[src/rtl/core/ute_pkg.sv]
// Shared types and constants for the serial transmitter and receiver engine.
// Holds register reset values, frame phases, sequencer states and the
// command and status structs used between the controller and the datapath.
`timescale 1ns / 1ps

package ute_pkg;

    localparam int TX_QUEUE_DEPTH = 16;

    localparam int PERIOD_W  = 24;
    localparam int TIMER_W   = 28;
    localparam int ELAPSED_W = 16;
    localparam int DBITS_W   = 4;
    localparam int SBITS_W   = 2;
    localparam int CFG_IDX_W = 2;
    localparam int BYTE_W    = 8;
    localparam int CNT_W     = 4;

    localparam logic [PERIOD_W-1:0] BIT_PERIOD_RST = 24'd872727;
    localparam logic [DBITS_W-1:0]  DATA_BITS_RST  = 4'd8;
    localparam logic [SBITS_W-1:0]  STOP_BITS_RST  = 2'd1;
    localparam logic [DBITS_W-1:0]  DATA_BITS_MAX  = 4'd8;

    typedef enum logic [CFG_IDX_W-1:0] {
        CFG_BIT_PERIOD = 2'd0,
        CFG_DATA_BITS  = 2'd1,
        CFG_STOP_BITS  = 2'd2
    } t_cfg_idx;

    typedef enum logic [1:0] {
        PH_IDLE  = 2'd0,
        PH_START = 2'd1,
        PH_DATA  = 2'd2,
        PH_STOP  = 2'd3
    } t_phase;

    typedef enum logic [2:0] {
        ST_IDLE    = 3'd0,
        ST_PUSH    = 3'd1,
        ST_RX_SUB  = 3'd2,
        ST_RX_LOOP = 3'd3,
        ST_TX_SUB  = 3'd4,
        ST_TX_LOOP = 3'd5,
        ST_DONE    = 3'd6
    } t_state;

    typedef struct packed {
        logic latch;
        logic push;
        logic rx_sub;
        logic rx_step;
        logic tx_sub;
        logic tx_step;
        logic load_out;
    } t_cmd;

    typedef struct packed {
        logic   elapsed_zero;
        t_phase rx_phase;
        logic   rx_expired;
        logic   rx_last;
        t_phase tx_phase;
        logic   tx_expired;
        logic   tx_last;
    } t_stat;

    typedef struct packed {
        logic wr;
        logic rd;
    } t_fifo_req;

    typedef struct packed {
        logic empty;
        logic full;
    } t_fifo_stat;

endpackage

[src/rtl/core/ute_ifs.sv]
// Valid/ready channel interfaces for items, results and register writes.
// Depends on ute_pkg for field widths.
`timescale 1ns / 1ps

interface ute_item_if;
    logic                               valid;
    logic                               ready;
    logic [ute_pkg::ELAPSED_W-1:0]      elapsed_cycles;
    logic                               rx_level;
    logic                               tx_push;
    logic [ute_pkg::BYTE_W-1:0]         tx_byte;

    modport source (output valid, elapsed_cycles, rx_level, tx_push, tx_byte, input ready);
    modport sink (input valid, elapsed_cycles, rx_level, tx_push, tx_byte, output ready);
endinterface

interface ute_result_if;
    logic                               valid;
    logic                               ready;
    logic                               tx_level;
    logic                               rx_valid;
    logic [ute_pkg::BYTE_W-1:0]         rx_byte;
    logic                               tx_idle;
    logic                               tx_full;

    modport source (output valid, tx_level, rx_valid, rx_byte, tx_idle, tx_full, input ready);
    modport sink (input valid, tx_level, rx_valid, rx_byte, tx_idle, tx_full, output ready);
endinterface

interface ute_cfg_if;
    logic                               valid;
    logic                               ready;
    logic [ute_pkg::CFG_IDX_W-1:0]      index;
    logic [ute_pkg::PERIOD_W-1:0]       data;

    modport source (output valid, index, data, input ready);
    modport sink (input valid, index, data, output ready);
endinterface

[src/rtl/core/ute_fifo.sv]
// Transmit byte queue: a single-port-write, registered-read memory with
// wrapping pointers and an occupancy count. Depends on ute_pkg.
`timescale 1ns / 1ps

module ute_fifo #(
    parameter int DEPTH = ute_pkg::TX_QUEUE_DEPTH
) (
    input  logic                        i_clk,
    input  logic                        i_rst_n,
    input  ute_pkg::t_fifo_req          i_req,
    input  logic [ute_pkg::BYTE_W-1:0]  i_wdata,
    output logic [ute_pkg::BYTE_W-1:0]  o_rdata,
    output ute_pkg::t_fifo_stat         o_stat
);

    localparam int AW = (DEPTH > 1) ? $clog2(DEPTH) : 1;
    localparam int CW = $clog2(DEPTH + 1);
    localparam logic [AW-1:0] LAST = AW'(DEPTH - 1);
    localparam logic [CW-1:0] FULL_COUNT = CW'(DEPTH);

    logic [ute_pkg::BYTE_W-1:0] r_mem [DEPTH];
    logic [ute_pkg::BYTE_W-1:0] r_rdata;
    logic [AW-1:0]              r_wptr, n_wptr;
    logic [AW-1:0]              r_rptr, n_rptr;
    logic [CW-1:0]              r_count, n_count;

    always_comb begin
        n_wptr  = r_wptr;
        n_rptr  = r_rptr;
        n_count = r_count;
        if (i_req.wr) begin
            n_wptr = (r_wptr == LAST) ? '0 : r_wptr + 1'b1;
        end
        if (i_req.rd) begin
            n_rptr = (r_rptr == LAST) ? '0 : r_rptr + 1'b1;
        end
        if (i_req.wr && !i_req.rd) begin
            n_count = r_count + 1'b1;
        end else if (i_req.rd && !i_req.wr) begin
            n_count = r_count - 1'b1;
        end
    end

    always_ff @(posedge i_clk) begin
        if (!i_rst_n) begin
            r_wptr  <= '0;
            r_rptr  <= '0;
            r_count <= '0;
        end else begin
            r_wptr  <= n_wptr;
            r_rptr  <= n_rptr;
            r_count <= n_count;
        end
    end

    always_ff @(posedge i_clk) begin
        if (i_req.wr) begin
            r_mem[r_wptr] <= i_wdata;
        end
        r_rdata <= r_mem[r_rptr];
    end

    assign o_rdata    = r_rdata;
    assign o_stat.empty = (r_count == '0);
    assign o_stat.full  = (r_count == FULL_COUNT);

endmodule

[src/rtl/core/ute_ctrl.sv]
// Item sequencer: steps push, receive and transmit phases one bit boundary
// per cycle and owns the result valid flag. Depends on ute_pkg.
`timescale 1ns / 1ps

module ute_ctrl (
    input  logic            i_clk,
    input  logic            i_rst_n,
    input  logic            i_in_valid,
    output logic            o_in_ready,
    output logic            o_out_valid,
    input  logic            i_out_ready,
    input  ute_pkg::t_stat  i_stat,
    output ute_pkg::t_cmd   o_cmd
);

    ute_pkg::t_state r_state, n_state;
    logic            r_out_valid, n_out_valid;

    always_ff @(posedge i_clk) begin
        if (!i_rst_n) begin
            r_state     <= ute_pkg::ST_IDLE;
            r_out_valid <= 1'b0;
        end else begin
            r_state     <= n_state;
            r_out_valid <= n_out_valid;
        end
    end

    always_comb begin
        n_state     = r_state;
        n_out_valid = r_out_valid;
        o_cmd       = '0;
        if (r_out_valid && i_out_ready) begin
            n_out_valid = 1'b0;
        end
        case (r_state)
            ute_pkg::ST_IDLE: begin
                if (i_in_valid) begin
                    o_cmd.latch = 1'b1;
                    n_state     = ute_pkg::ST_PUSH;
                end
            end
            ute_pkg::ST_PUSH: begin
                o_cmd.push = 1'b1;
                n_state    = i_stat.elapsed_zero ? ute_pkg::ST_DONE : ute_pkg::ST_RX_SUB;
            end
            ute_pkg::ST_RX_SUB: begin
                o_cmd.rx_sub = 1'b1;
                n_state = (i_stat.rx_phase == ute_pkg::PH_IDLE) ? ute_pkg::ST_TX_SUB
                                                                 : ute_pkg::ST_RX_LOOP;
            end
            ute_pkg::ST_RX_LOOP: begin
                n_state = ute_pkg::ST_TX_SUB;
                if (i_stat.rx_expired) begin
                    o_cmd.rx_step = 1'b1;
                    if (i_stat.rx_phase == ute_pkg::PH_DATA && !i_stat.rx_last) begin
                        n_state = ute_pkg::ST_RX_LOOP;
                    end
                end
            end
            ute_pkg::ST_TX_SUB: begin
                o_cmd.tx_sub = 1'b1;
                n_state = (i_stat.tx_phase == ute_pkg::PH_IDLE) ? ute_pkg::ST_DONE
                                                                 : ute_pkg::ST_TX_LOOP;
            end
            ute_pkg::ST_TX_LOOP: begin
                n_state = ute_pkg::ST_DONE;
                if (i_stat.tx_expired) begin
                    o_cmd.tx_step = 1'b1;
                    if (i_stat.tx_phase == ute_pkg::PH_DATA && !i_stat.tx_last) begin
                        n_state = ute_pkg::ST_TX_LOOP;
                    end
                end
            end
            ute_pkg::ST_DONE: begin
                if (!r_out_valid || i_out_ready) begin
                    o_cmd.load_out = 1'b1;
                    n_out_valid    = 1'b1;
                    n_state        = ute_pkg::ST_IDLE;
                end
            end
            default: begin
                n_state = ute_pkg::ST_IDLE;
            end
        endcase
    end

    assign o_in_ready  = (r_state == ute_pkg::ST_IDLE);
    assign o_out_valid = r_out_valid;

endmodule

[src/rtl/core/ute_dp.sv]
// Datapath: configuration registers, receive and transmit timers, shift
// registers, bit counters and the result register. Depends on ute_pkg.
`timescale 1ns / 1ps

module ute_dp (
    input  logic                            i_clk,
    input  logic                            i_rst_n,
    input  logic                            i_cfg_we,
    input  logic [ute_pkg::CFG_IDX_W-1:0]   i_cfg_index,
    input  logic [ute_pkg::PERIOD_W-1:0]    i_cfg_data,
    input  logic [ute_pkg::ELAPSED_W-1:0]   i_elapsed_cycles,
    input  logic                            i_rx_level,
    input  logic                            i_tx_push,
    input  logic [ute_pkg::BYTE_W-1:0]      i_tx_byte,
    input  ute_pkg::t_cmd                   i_cmd,
    output ute_pkg::t_stat                  o_stat,
    output ute_pkg::t_fifo_req              o_fifo_req,
    output logic [ute_pkg::BYTE_W-1:0]      o_fifo_wdata,
    input  logic [ute_pkg::BYTE_W-1:0]      i_fifo_rdata,
    input  ute_pkg::t_fifo_stat             i_fifo_stat,
    output logic                            o_tx_level,
    output logic                            o_rx_valid,
    output logic [ute_pkg::BYTE_W-1:0]      o_rx_byte,
    output logic                            o_tx_idle,
    output logic                            o_tx_full
);

    localparam int TW = ute_pkg::TIMER_W;
    localparam int PW = ute_pkg::PERIOD_W;

    logic [PW-1:0]                      r_bit_period;
    logic [ute_pkg::DBITS_W-1:0]        r_data_bits;
    logic [ute_pkg::SBITS_W-1:0]        r_stop_bits;

    logic [ute_pkg::ELAPSED_W-1:0]      r_elapsed;
    logic                               r_level;
    logic                               r_push;
    logic [ute_pkg::BYTE_W-1:0]         r_byte;
    logic                               r_full;
    logic                               r_rx_done;
    logic [ute_pkg::BYTE_W-1:0]         r_rx_data;

    ute_pkg::t_phase                    r_rx_phase;
    logic signed [TW-1:0]               r_rx_timer;
    logic [ute_pkg::BYTE_W-1:0]         r_rx_shift;
    logic [ute_pkg::CNT_W-1:0]          r_rx_count;
    logic                               r_prev_level;

    ute_pkg::t_phase                    r_tx_phase;
    logic signed [TW-1:0]               r_tx_timer;
    logic [ute_pkg::BYTE_W-1:0]         r_tx_shift;
    logic [ute_pkg::CNT_W-1:0]          r_tx_count;
    logic                               r_tx_line;

    logic                               r_o_tx_level;
    logic                               r_o_rx_valid;
    logic [ute_pkg::BYTE_W-1:0]         r_o_rx_byte;
    logic                               r_o_tx_idle;
    logic                               r_o_tx_full;

    logic [ute_pkg::DBITS_W-1:0]        w_db;
    logic [ute_pkg::SBITS_W-1:0]        w_sb;
    logic signed [TW-1:0]               w_dec;
    logic signed [TW-1:0]               w_per;
    logic [PW+1:0]                      w_per3;
    logic signed [TW-1:0]               w_rx_start;
    logic signed [TW-1:0]               w_stop_len;
    logic [ute_pkg::CNT_W-1:0]          w_rx_count_inc;

    always_comb begin
        w_db = r_data_bits;
        if (r_data_bits == '0 || r_data_bits > ute_pkg::DATA_BITS_MAX) begin
            w_db = ute_pkg::DATA_BITS_MAX;
        end
        w_sb = (r_stop_bits == '0) ? 2'd1 : r_stop_bits;
        w_dec      = $signed({4'b0, r_elapsed, 8'b0});
        w_per      = $signed({4'b0, r_bit_period});
        w_per3     = {2'b0, r_bit_period} + {1'b0, r_bit_period, 1'b0};
        w_rx_start = $signed({3'b0, w_per3[PW+1:1]});
        case (w_sb)
            2'd2:    w_stop_len = $signed({3'b0, r_bit_period, 1'b0});
            2'd3:    w_stop_len = $signed({2'b0, w_per3});
            default: w_stop_len = w_per;
        endcase
        w_rx_count_inc = r_rx_count + 1'b1;
    end

    assign o_stat.elapsed_zero = (r_elapsed == '0);
    assign o_stat.rx_phase     = r_rx_phase;
    assign o_stat.rx_expired   = r_rx_timer[TW-1] || (r_rx_timer == '0);
    assign o_stat.rx_last      = (w_rx_count_inc >= w_db);
    assign o_stat.tx_phase     = r_tx_phase;
    assign o_stat.tx_expired   = r_tx_timer[TW-1] || (r_tx_timer == '0);
    assign o_stat.tx_last      = (r_tx_count >= w_db);

    assign o_fifo_req.wr = i_cmd.push && r_push && !i_fifo_stat.full;
    assign o_fifo_req.rd = i_cmd.tx_sub && (r_tx_phase == ute_pkg::PH_IDLE)
                           && !i_fifo_stat.empty;
    assign o_fifo_wdata  = r_byte;

    always_ff @(posedge i_clk) begin
        if (!i_rst_n) begin
            r_bit_period <= ute_pkg::BIT_PERIOD_RST;
            r_data_bits  <= ute_pkg::DATA_BITS_RST;
            r_stop_bits  <= ute_pkg::STOP_BITS_RST;
        end else if (i_cfg_we) begin
            case (i_cfg_index)
                ute_pkg::CFG_BIT_PERIOD: r_bit_period <= i_cfg_data;
                ute_pkg::CFG_DATA_BITS:  r_data_bits  <= i_cfg_data[ute_pkg::DBITS_W-1:0];
                ute_pkg::CFG_STOP_BITS:  r_stop_bits  <= i_cfg_data[ute_pkg::SBITS_W-1:0];
                default: begin
                end
            endcase
        end
    end

    always_ff @(posedge i_clk) begin
        if (i_cmd.latch) begin
            r_elapsed <= i_elapsed_cycles;
            r_level   <= i_rx_level;
            r_push    <= i_tx_push;
            r_byte    <= i_tx_byte;
        end
        if (i_cmd.load_out) begin
            r_o_tx_level <= r_tx_line;
            r_o_rx_valid <= r_rx_done;
            r_o_rx_byte  <= r_rx_data;
            r_o_tx_idle  <= (r_tx_phase == ute_pkg::PH_IDLE) && i_fifo_stat.empty;
            r_o_tx_full  <= r_full;
        end
    end

    always_ff @(posedge i_clk) begin
        if (!i_rst_n) begin
            r_full       <= 1'b0;
            r_rx_done    <= 1'b0;
            r_rx_data    <= '0;
            r_rx_phase   <= ute_pkg::PH_IDLE;
            r_rx_timer   <= '0;
            r_rx_shift   <= '0;
            r_rx_count   <= '0;
            r_prev_level <= 1'b1;
            r_tx_phase   <= ute_pkg::PH_IDLE;
            r_tx_timer   <= '0;
            r_tx_shift   <= '0;
            r_tx_count   <= '0;
            r_tx_line    <= 1'b1;
        end else begin
            if (i_cmd.latch) begin
                r_full    <= 1'b0;
                r_rx_done <= 1'b0;
                r_rx_data <= '0;
            end
            if (i_cmd.push) begin
                r_full <= r_push && i_fifo_stat.full;
            end

            if (i_cmd.rx_sub) begin
                r_prev_level <= r_level;
                if (r_rx_phase == ute_pkg::PH_IDLE) begin
                    if (r_prev_level && !r_level) begin
                        r_rx_phase <= ute_pkg::PH_DATA;
                        r_rx_timer <= w_rx_start;
                        r_rx_shift <= '0;
                        r_rx_count <= '0;
                    end
                end else begin
                    r_rx_timer <= r_rx_timer - w_dec;
                end
            end
            if (i_cmd.rx_step) begin
                if (r_rx_phase == ute_pkg::PH_DATA) begin
                    if (r_level) begin
                        r_rx_shift <= r_rx_shift | (8'h01 << r_rx_count[2:0]);
                    end
                    r_rx_count <= w_rx_count_inc;
                    if (w_rx_count_inc >= w_db) begin
                        r_rx_phase <= ute_pkg::PH_STOP;
                    end
                    r_rx_timer <= r_rx_timer + w_per;
                end else begin
                    if (r_level) begin
                        r_rx_done <= 1'b1;
                        r_rx_data <= r_rx_shift;
                    end
                    r_rx_phase <= ute_pkg::PH_IDLE;
                    r_rx_timer <= '0;
                    r_rx_count <= '0;
                    r_rx_shift <= '0;
                end
            end

            if (i_cmd.tx_sub) begin
                if (r_tx_phase == ute_pkg::PH_IDLE) begin
                    r_tx_line <= i_fifo_stat.empty;
                    if (!i_fifo_stat.empty) begin
                        r_tx_shift <= i_fifo_rdata;
                        r_tx_count <= '0;
                        r_tx_timer <= w_per;
                        r_tx_phase <= ute_pkg::PH_START;
                    end
                end else begin
                    r_tx_timer <= r_tx_timer - w_dec;
                end
            end
            if (i_cmd.tx_step) begin
                case (r_tx_phase)
                    ute_pkg::PH_START: begin
                        r_tx_line  <= r_tx_shift[0];
                        r_tx_shift <= r_tx_shift >> 1;
                        r_tx_count <= 4'd1;
                        r_tx_timer <= r_tx_timer + w_per;
                        r_tx_phase <= ute_pkg::PH_DATA;
                    end
                    ute_pkg::PH_DATA: begin
                        if (r_tx_count >= w_db) begin
                            r_tx_line  <= 1'b1;
                            r_tx_timer <= r_tx_timer + w_stop_len;
                            r_tx_phase <= ute_pkg::PH_STOP;
                        end else begin
                            r_tx_line  <= r_tx_shift[0];
                            r_tx_shift <= r_tx_shift >> 1;
                            r_tx_count <= r_tx_count + 1'b1;
                            r_tx_timer <= r_tx_timer + w_per;
                        end
                    end
                    ute_pkg::PH_STOP: begin
                        r_tx_line  <= 1'b1;
                        r_tx_phase <= ute_pkg::PH_IDLE;
                        r_tx_timer <= '0;
                        r_tx_count <= '0;
                        r_tx_shift <= '0;
                    end
                    default: begin
                    end
                endcase
            end
        end
    end

    assign o_tx_level = r_o_tx_level;
    assign o_rx_valid = r_o_rx_valid;
    assign o_rx_byte  = r_o_rx_byte;
    assign o_tx_idle  = r_o_tx_idle;
    assign o_tx_full  = r_o_tx_full;

endmodule

[src/rtl/core/uart_tx_rx_engine.sv]
// Serial transmitter and receiver engine, top level.
// Items arrive on i_item: each may queue tx_byte for transmission and then
// advances time by elapsed_cycles clock cycles with the receive line at
// rx_level. Each item produces exactly one result on o_result carrying the
// transmit line level, a received character with its valid flag, the
// transmitter idle flag and a queue-full flag for a dropped push.
// Registers bit_period (16.8 fixed point), data_bits and stop_bits are
// written through i_cfg, which is always ready; write them only while no
// item is in flight.
// An item is latched in idle, may push its byte, and goes straight to
// done when elapsed_cycles is zero; otherwise the receiver, then the
// transmitter, each pass a subtract state and, mid-frame, a loop state
// taking one step per expired bit boundary, up to eight each. The next
// item is accepted the cycle after a result enters the output register.
// Reset clears all timers, phases and the queue count and restores the
// register defaults; queue contents are not cleared. When the result
// consumer stalls, one finished result waits in the output register and
// the next item is processed up to its result, then holds.
`timescale 1ns / 1ps

module uart_tx_rx_engine #(
    parameter int TX_QUEUE_DEPTH = ute_pkg::TX_QUEUE_DEPTH
) (
    input  logic            i_clk,
    input  logic            i_rst_n,
    ute_item_if.sink        i_item,
    ute_result_if.source    o_result,
    ute_cfg_if.sink         i_cfg
);

    ute_pkg::t_cmd                  w_cmd;
    ute_pkg::t_stat                 w_stat;
    ute_pkg::t_fifo_req             w_fifo_req;
    ute_pkg::t_fifo_stat            w_fifo_stat;
    logic [ute_pkg::BYTE_W-1:0]     w_fifo_wdata;
    logic [ute_pkg::BYTE_W-1:0]     w_fifo_rdata;

    assign i_cfg.ready = 1'b1;

    ute_ctrl u_ctrl (
        .i_clk       (i_clk),
        .i_rst_n     (i_rst_n),
        .i_in_valid  (i_item.valid),
        .o_in_ready  (i_item.ready),
        .o_out_valid (o_result.valid),
        .i_out_ready (o_result.ready),
        .i_stat      (w_stat),
        .o_cmd       (w_cmd)
    );

    ute_dp u_dp (
        .i_clk            (i_clk),
        .i_rst_n          (i_rst_n),
        .i_cfg_we         (i_cfg.valid),
        .i_cfg_index      (i_cfg.index),
        .i_cfg_data       (i_cfg.data),
        .i_elapsed_cycles (i_item.elapsed_cycles),
        .i_rx_level       (i_item.rx_level),
        .i_tx_push        (i_item.tx_push),
        .i_tx_byte        (i_item.tx_byte),
        .i_cmd            (w_cmd),
        .o_stat           (w_stat),
        .o_fifo_req       (w_fifo_req),
        .o_fifo_wdata     (w_fifo_wdata),
        .i_fifo_rdata     (w_fifo_rdata),
        .i_fifo_stat      (w_fifo_stat),
        .o_tx_level       (o_result.tx_level),
        .o_rx_valid       (o_result.rx_valid),
        .o_rx_byte        (o_result.rx_byte),
        .o_tx_idle        (o_result.tx_idle),
        .o_tx_full        (o_result.tx_full)
    );

    ute_fifo #(
        .DEPTH (TX_QUEUE_DEPTH)
    ) u_fifo (
        .i_clk   (i_clk),
        .i_rst_n (i_rst_n),
        .i_req   (w_fifo_req),
        .i_wdata (w_fifo_wdata),
        .o_rdata (w_fifo_rdata),
        .o_stat  (w_fifo_stat)
    );

`ifndef ASSERT_OFF
    a_no_push_when_full: assert property (@(posedge i_clk) disable iff (!i_rst_n)
        w_fifo_req.wr |-> !w_fifo_stat.full)
        else $error("transmit queue written while full");

    a_no_pop_when_empty: assert property (@(posedge i_clk) disable iff (!i_rst_n)
        w_fifo_req.rd |-> !w_fifo_stat.empty)
        else $error("transmit queue read while empty");

    a_one_item_at_a_time: assert property (@(posedge i_clk) disable iff (!i_rst_n)
        (i_item.valid && i_item.ready) |=> !i_item.ready)
        else $error("item accepted while another is in progress");

    a_byte_zero_without_valid: assert property (@(posedge i_clk) disable iff (!i_rst_n)
        (o_result.valid && !o_result.rx_valid) |-> (o_result.rx_byte == '0))
        else $error("received byte nonzero without valid flag");
`endif

endmodule

[src/flat_wrapper.sv]
// flat-port wrapper written by rule: the top's interface ports become plain ports
module uart_tx_rx_engine_flat 
#(
    parameter int TX_QUEUE_DEPTH = ute_pkg::TX_QUEUE_DEPTH
)
  (i_clk, i_rst_n, i_item_valid, i_item_elapsed_cycles, i_item_rx_level, i_item_tx_push, i_item_tx_byte, i_item_ready, o_result_valid, o_result_tx_level, o_result_rx_valid, o_result_rx_byte, o_result_tx_idle, o_result_tx_full, o_result_ready, i_cfg_valid, i_cfg_index, i_cfg_data, i_cfg_ready);
  ute_item_if i_item_i ();
  ute_result_if o_result_i ();
  ute_cfg_if i_cfg_i ();
  input  logic i_clk;
  input  logic i_rst_n;
  input wire logic [$bits(i_item_i.valid)-1:0] i_item_valid;
  input wire logic [$bits(i_item_i.elapsed_cycles)-1:0] i_item_elapsed_cycles;
  input wire logic [$bits(i_item_i.rx_level)-1:0] i_item_rx_level;
  input wire logic [$bits(i_item_i.tx_push)-1:0] i_item_tx_push;
  input wire logic [$bits(i_item_i.tx_byte)-1:0] i_item_tx_byte;
  output wire logic [$bits(i_item_i.ready)-1:0] i_item_ready;
  output wire logic [$bits(o_result_i.valid)-1:0] o_result_valid;
  output wire logic [$bits(o_result_i.tx_level)-1:0] o_result_tx_level;
  output wire logic [$bits(o_result_i.rx_valid)-1:0] o_result_rx_valid;
  output wire logic [$bits(o_result_i.rx_byte)-1:0] o_result_rx_byte;
  output wire logic [$bits(o_result_i.tx_idle)-1:0] o_result_tx_idle;
  output wire logic [$bits(o_result_i.tx_full)-1:0] o_result_tx_full;
  input wire logic [$bits(o_result_i.ready)-1:0] o_result_ready;
  input wire logic [$bits(i_cfg_i.valid)-1:0] i_cfg_valid;
  input wire logic [$bits(i_cfg_i.index)-1:0] i_cfg_index;
  input wire logic [$bits(i_cfg_i.data)-1:0] i_cfg_data;
  output wire logic [$bits(i_cfg_i.ready)-1:0] i_cfg_ready;
  assign i_item_i.valid = i_item_valid;
  assign i_item_i.elapsed_cycles = i_item_elapsed_cycles;
  assign i_item_i.rx_level = i_item_rx_level;
  assign i_item_i.tx_push = i_item_tx_push;
  assign i_item_i.tx_byte = i_item_tx_byte;
  assign i_item_ready = i_item_i.ready;
  assign o_result_valid = o_result_i.valid;
  assign o_result_tx_level = o_result_i.tx_level;
  assign o_result_rx_valid = o_result_i.rx_valid;
  assign o_result_rx_byte = o_result_i.rx_byte;
  assign o_result_tx_idle = o_result_i.tx_idle;
  assign o_result_tx_full = o_result_i.tx_full;
  assign o_result_i.ready = o_result_ready;
  assign i_cfg_i.valid = i_cfg_valid;
  assign i_cfg_i.index = i_cfg_index;
  assign i_cfg_i.data = i_cfg_data;
  assign i_cfg_ready = i_cfg_i.ready;
  uart_tx_rx_engine #(.TX_QUEUE_DEPTH(TX_QUEUE_DEPTH)) u_core (.i_clk(i_clk), .i_rst_n(i_rst_n), .i_item(i_item_i), .o_result(o_result_i), .i_cfg(i_cfg_i));
endmodule
[config.mk]
export PLATFORM = sky130hd
export DESIGN_NAME = uart_tx_rx_engine_flat
export DESIGN_NICKNAME = d
export VERILOG_FILES = /design/src/rtl/core/ute_pkg.sv /design/src/rtl/core/ute_ifs.sv /design/src/rtl/core/ute_fifo.sv /design/src/rtl/core/ute_ctrl.sv /design/src/rtl/core/ute_dp.sv /design/src/rtl/core/uart_tx_rx_engine.sv /design/src/flat_wrapper.sv
export SDC_FILE = /design/constraint.sdc
export NUM_CORES = 1
export LEC_CHECK = 0
export BUFFER_PORTS_ARGS = -buffer_cell sky130_fd_sc_hd__clkbuf_2
export CAP_MARGIN = 25
export CELL_PAD_IN_SITES_DETAIL_PLACEMENT = 0
export CELL_PAD_IN_SITES_GLOBAL_PLACEMENT = 1
export CORE_MARGIN = 2
export CORE_UTILIZATION = 43
export CTS_CLUSTER_SIZE = 28
export DETAILED_ROUTE_END_ITERATION = 8
export GPL_TIMING_DRIVEN = 1
export PLACE_DENSITY = 0.86
export SLEW_MARGIN = 10
export SYNTH_ARGS = -nofsm -noshare
export SYNTH_HDL_FRONTEND = slang
export SYNTH_SLANG_ARGS = --single-unit
[constraint.sdc]
create_clock -name i_clk -period 4.44 [get_ports i_clk]
set_input_delay 0.222 -clock i_clk [delete_from_list [all_inputs] [get_ports i_clk]]
set_output_delay 0.222 -clock i_clk [all_outputs]
set_load 0.02 [all_outputs]
==> flow_summary.yaml <==
run_status:
  status: "finished, violations left"
  violations: "design-rule violations"
worst_setup_path:
  cp.arrival_ns: 4.78
  slowest_delay_ns: 0.39
  cp_slowest_cell: "o41ai_4"
  r2r_slack_ns: 0.13
  path_cells: "buf_4 -> ha_4 -> a211oi_2 -> o21ai_1 -> o2111ai_2 -> o2111ai_2 -> a311oi_2 -> buf_4 -> o41ai_4 -> xor2_1 -> mux2i_1 -> a21oi_2 -> ha_1 -> inv_1 -> o31ai_2 -> a21oi_2 -> a21oi_2 -> mux2i_1 -> a31oi_1 -> or3_1"
  crit_path_end_kind: "flop"
  path_buf_inv: 3
  worstSetupPathType: "reg -> reg"
  r2r_start: "u_core.u_dp.r_bit_period[1]"
  critPathTopFamily: "compound AO/OA/AOI/OAI gates"
  crit_required_ns: 4.92
  cp_max_fo: 4
  worstSetupStartpointType: "flop"
  r2r_cells: 20
  crit_top_cell: "a21oi_2"
  reg2reg_to: "u_core.u_dp.r_tx_timer[25]"
sta:
  finClkSkew_ns: 0.0381
  worst_pin_slew_ns: 1.02
  hold_viol: 0
  fmax_mhz: 232
  fin_crit_sh: 0.970
  drv_slew: 0
  post-route-min-period_ns: 4.31
  maxSlewHeadroom: 0.320
  setup_viol: 0
  fin_ws_ns: 0.134
  setup_tns_ns: 0
  grt_setup_unrepaired: "true"
placement:
  gp_congestion: 0.950
  postPlaceCellArea_um2: 22100
  dpl_worst_slack_ns: -0.183
  hpwl_um: 47000
  numPortBuffers: 70
synth:
  synth_compound_area_frac: 0.211
  ys_ff_latch: 317
  synth_xor_xnor_area_share: 0.0465
  synth.avg_cell_area_um2: 9.52
  yosys-top-cells-area: "edfxtp_1 (25%), dfxtp_1 (15%), ha_1 (9.8%)"
  synth.largest_area_cell: "edfxtp_1"
  yosys.area_share.adder: 0.105
  synth_cell_types: 77
  yosys.area_share.simple: 0.146
  synth_mux_area_frac: 0.0664
  synth.most_common_cell: "a21oi_1"
  ys.flop_type: "edfxtp_1"
  synth_cells: 2136
  synth_nets: 2359
  synth_top_family_by_area: "compound AO/OA/AOI/OAI gates"
  postSynth.asyncResetShare: 0
  synth_area_um2: 20300
  yosysSeqAreaShare: 0.394
  synth_edf_count: 166
  yosysWarnings: 0
  synth_top_area_share: 0.245
  ys_top_cells_by_count: "a21oi_1 (222), nor2_1 (193), nand2_1 (186)"
route:
  first_pass_iters: 7
  num_vias: 18000
  drc: 5
  drtIter0Drc: 1693
  via_per_inst: 6.04
  wl_per_cell_um: 21.8
  totalWireLength_um: 64900
  ant_nets: 0
power_and_ir_drop:
  internal_power_mw: 7.08
  p_comb_frac: 0.362
  share_seq_of_total_power: 0.349
  p_switching_mw: 4.21
  power_density_nw_per_um2: 466
  swShare: 0.373
  peakVddDrop_mv: 0.483
  pwr-share-clk: 0.289
  p_leak_nw: 9.76
cts:
  cts_tree: "done"
  clock_latency_ns: 0.59
  htreeDepth: 2
  clk_path_buf_depth: 3
  cts_buffers: 38
  cts_num_sinks: 317
  clockRootBuffer: "clkbuf_16"
  clk_pin_slew_worst_paths_ns: 0.06
worst_hold_path:
  hold_depth: 3
  worstHoldStart: "i_cfg_data[17]"
  min_to: "u_core.u_dp.r_bit_period[17]"
  hp-class: "in -> reg"
floorplanning:
  core_area_um2: 46700
  initial_utilization: 0.436
  die_w_um: 221
  rows: 79
  num_io_pins: 72
  fp.dieH_um: 221
  die_area_um2: 49100
final_layout:
  n_antenna_cell: 0
  stdcell_area_um2: 24300
  drive_above_1_share: 0.168
  fillers: 4169
  syn_to_final_growth_pct: 19.3
  fin_nets: 2568
global_routing:
  grt_pass1_vias: 17499
  grt_pass1_wl_um: 101000
  grt_remaining_overflow: 0
  grt_usage: 0.262
  antenna_found_initial: 0
  grt_max_degree: 56
flow_run:
  drv_cap: 0
-- what timing repair did --
action / in CTS / in global routing
hold endpoints to repair: 51 / 0
setup endpoints to repair: 9 / 13
hold buffers: 49 / 0
buffers inserted: 5 / 8
pin swaps: 13 / 43
resized for setup: 17 / 47
-- routing by layer --
metal	track usage	vias to the layer above	routed length, um
met3	0.0341	120	3530
met2	0.441	639	30800
met4	0.105	0	2520
met5	0	-	0
li1	-	8466	-
met1	0.344	8775	28100
-- kinds of logic (layout without fill, tap and decap cells) --
family                   Yosys count  after routing
adder cells (fa/ha/maj)          166            166
flip-flops                       317            317
multiplexers                      84             84
XOR/XNOR                         108            108
buffers and inverters            166            405
AO/OA/AOI/OAI                    656            656
other                              1              1
AND/OR/NAND/NOR                  638            638
-- tightest hold or removal path: cells and delay by family --
family | cells | cell delay, ns
simple gates | 1 | 0.14
compound gates | 1 | 0.09
buf+inv | 1 | 0.08
-- how the worst max path moves through the flow --
stage / slack (ns) / cells past startpoint / end / startpoint
finish: 0.13 / 20 / u_core.u_dp.r_tx_timer[25] / u_core.u_dp.r_bit_period[1]
global route: -0.06 / 20 / u_core.u_dp.r_tx_timer[25] / u_core.u_dp.r_bit_period[1]
CTS: 0.01 / 21 / u_core.u_dp.r_tx_timer[25] / u_core.u_dp.r_bit_period[1]
detailed placement: -0.18 / 21 / u_core.u_dp.r_tx_timer[25] / u_core.u_dp.r_bit_period[1]
global placement: -0.13 / 21 / u_core.u_dp.r_tx_timer[25] / u_core.u_dp.r_bit_period[1]
floorplan: 0.02 / 22 / u_core.u_dp.r_tx_timer[25] / u_core.u_dp.r_bit_period[1]
-- final cells by class --
type                       instances  area (um^2)  share of cell area
multi-input combinational       1653        12000               0.493
sequential                       317         8030               0.331
timing repair buffer             263         1920              0.0792
clock buffer                      46         1000              0.0413
tap                              607          759              0.0313
clock inverter                    24          308              0.0127
inverter                          72          270              0.0111
-- registers in the layout, indices dropped and copies added, names as in the netlist, 16 cells and up, named ones only --
| register | flops |
|---|---|
| u_core.u_dp.r_bit_period | 24 |
| u_core.u_dp.r_elapsed | 16 |
| u_core.u_dp.r_rx_timer | 28 |
| u_core.u_dp.r_tx_timer | 28 |
| u_core.u_fifo.r_mem | 128 |
-- power by group through the flow --
stage / registers, mW / clock network (mW) / logic, mW
finish: 3.94 / 3.26 / 4.09
global route: 3.98 / 3.41 / 4.46
CTS: 3.93 / 3.30 / 3.98
detailed placement: 3.98 / 0 / 3.90
global placement: 3.96 / 0 / 3.84
floorplan: 3.76 / 0 / 2.83
-- placed cells by master, fill, tap and decap left out, drive strengths merged, types with 29 or more instances in the layout --
master / synthesis / final
a21oi: 222 / 222
o21ai: 113 / 113
o21a: 29 / 29
clkbuf: 83 / 116
nor2: 193 / 193
a21o: 53 / 53
dlygate4sd3: 0 / 49
xnor2: 68 / 68
dfxtp: 151 / 151
inv: 71 / 75
a221oi: 34 / 34
xor2: 40 / 40
mux2i: 36 / 36
buf: 11 / 144
nor3: 42 / 42
ha: 159 / 159
nand2: 186 / 186
nand3: 44 / 44
a211oi: 29 / 29
mux4: 40 / 40
edfxtp: 166 / 166
-- metrics by stage --
step | hold WS [ns] | util | cells | power [mW]
global route | 0.0133 | 0.520 | 2982 | 11.9
floorplan | 0.321 | - | 2136 | 6.59
CTS | 0.00900 | 0.514 | 2975 | 11.2
global placement | 0.399 | 0.473 | 2850 | 7.80
finish | 0.0165 | 0.520 | 2982 | 11.3
detailed placement | 0.401 | 0.474 | 2851 | 7.88
Note: power is estimated with default switching activity, not from simulation.
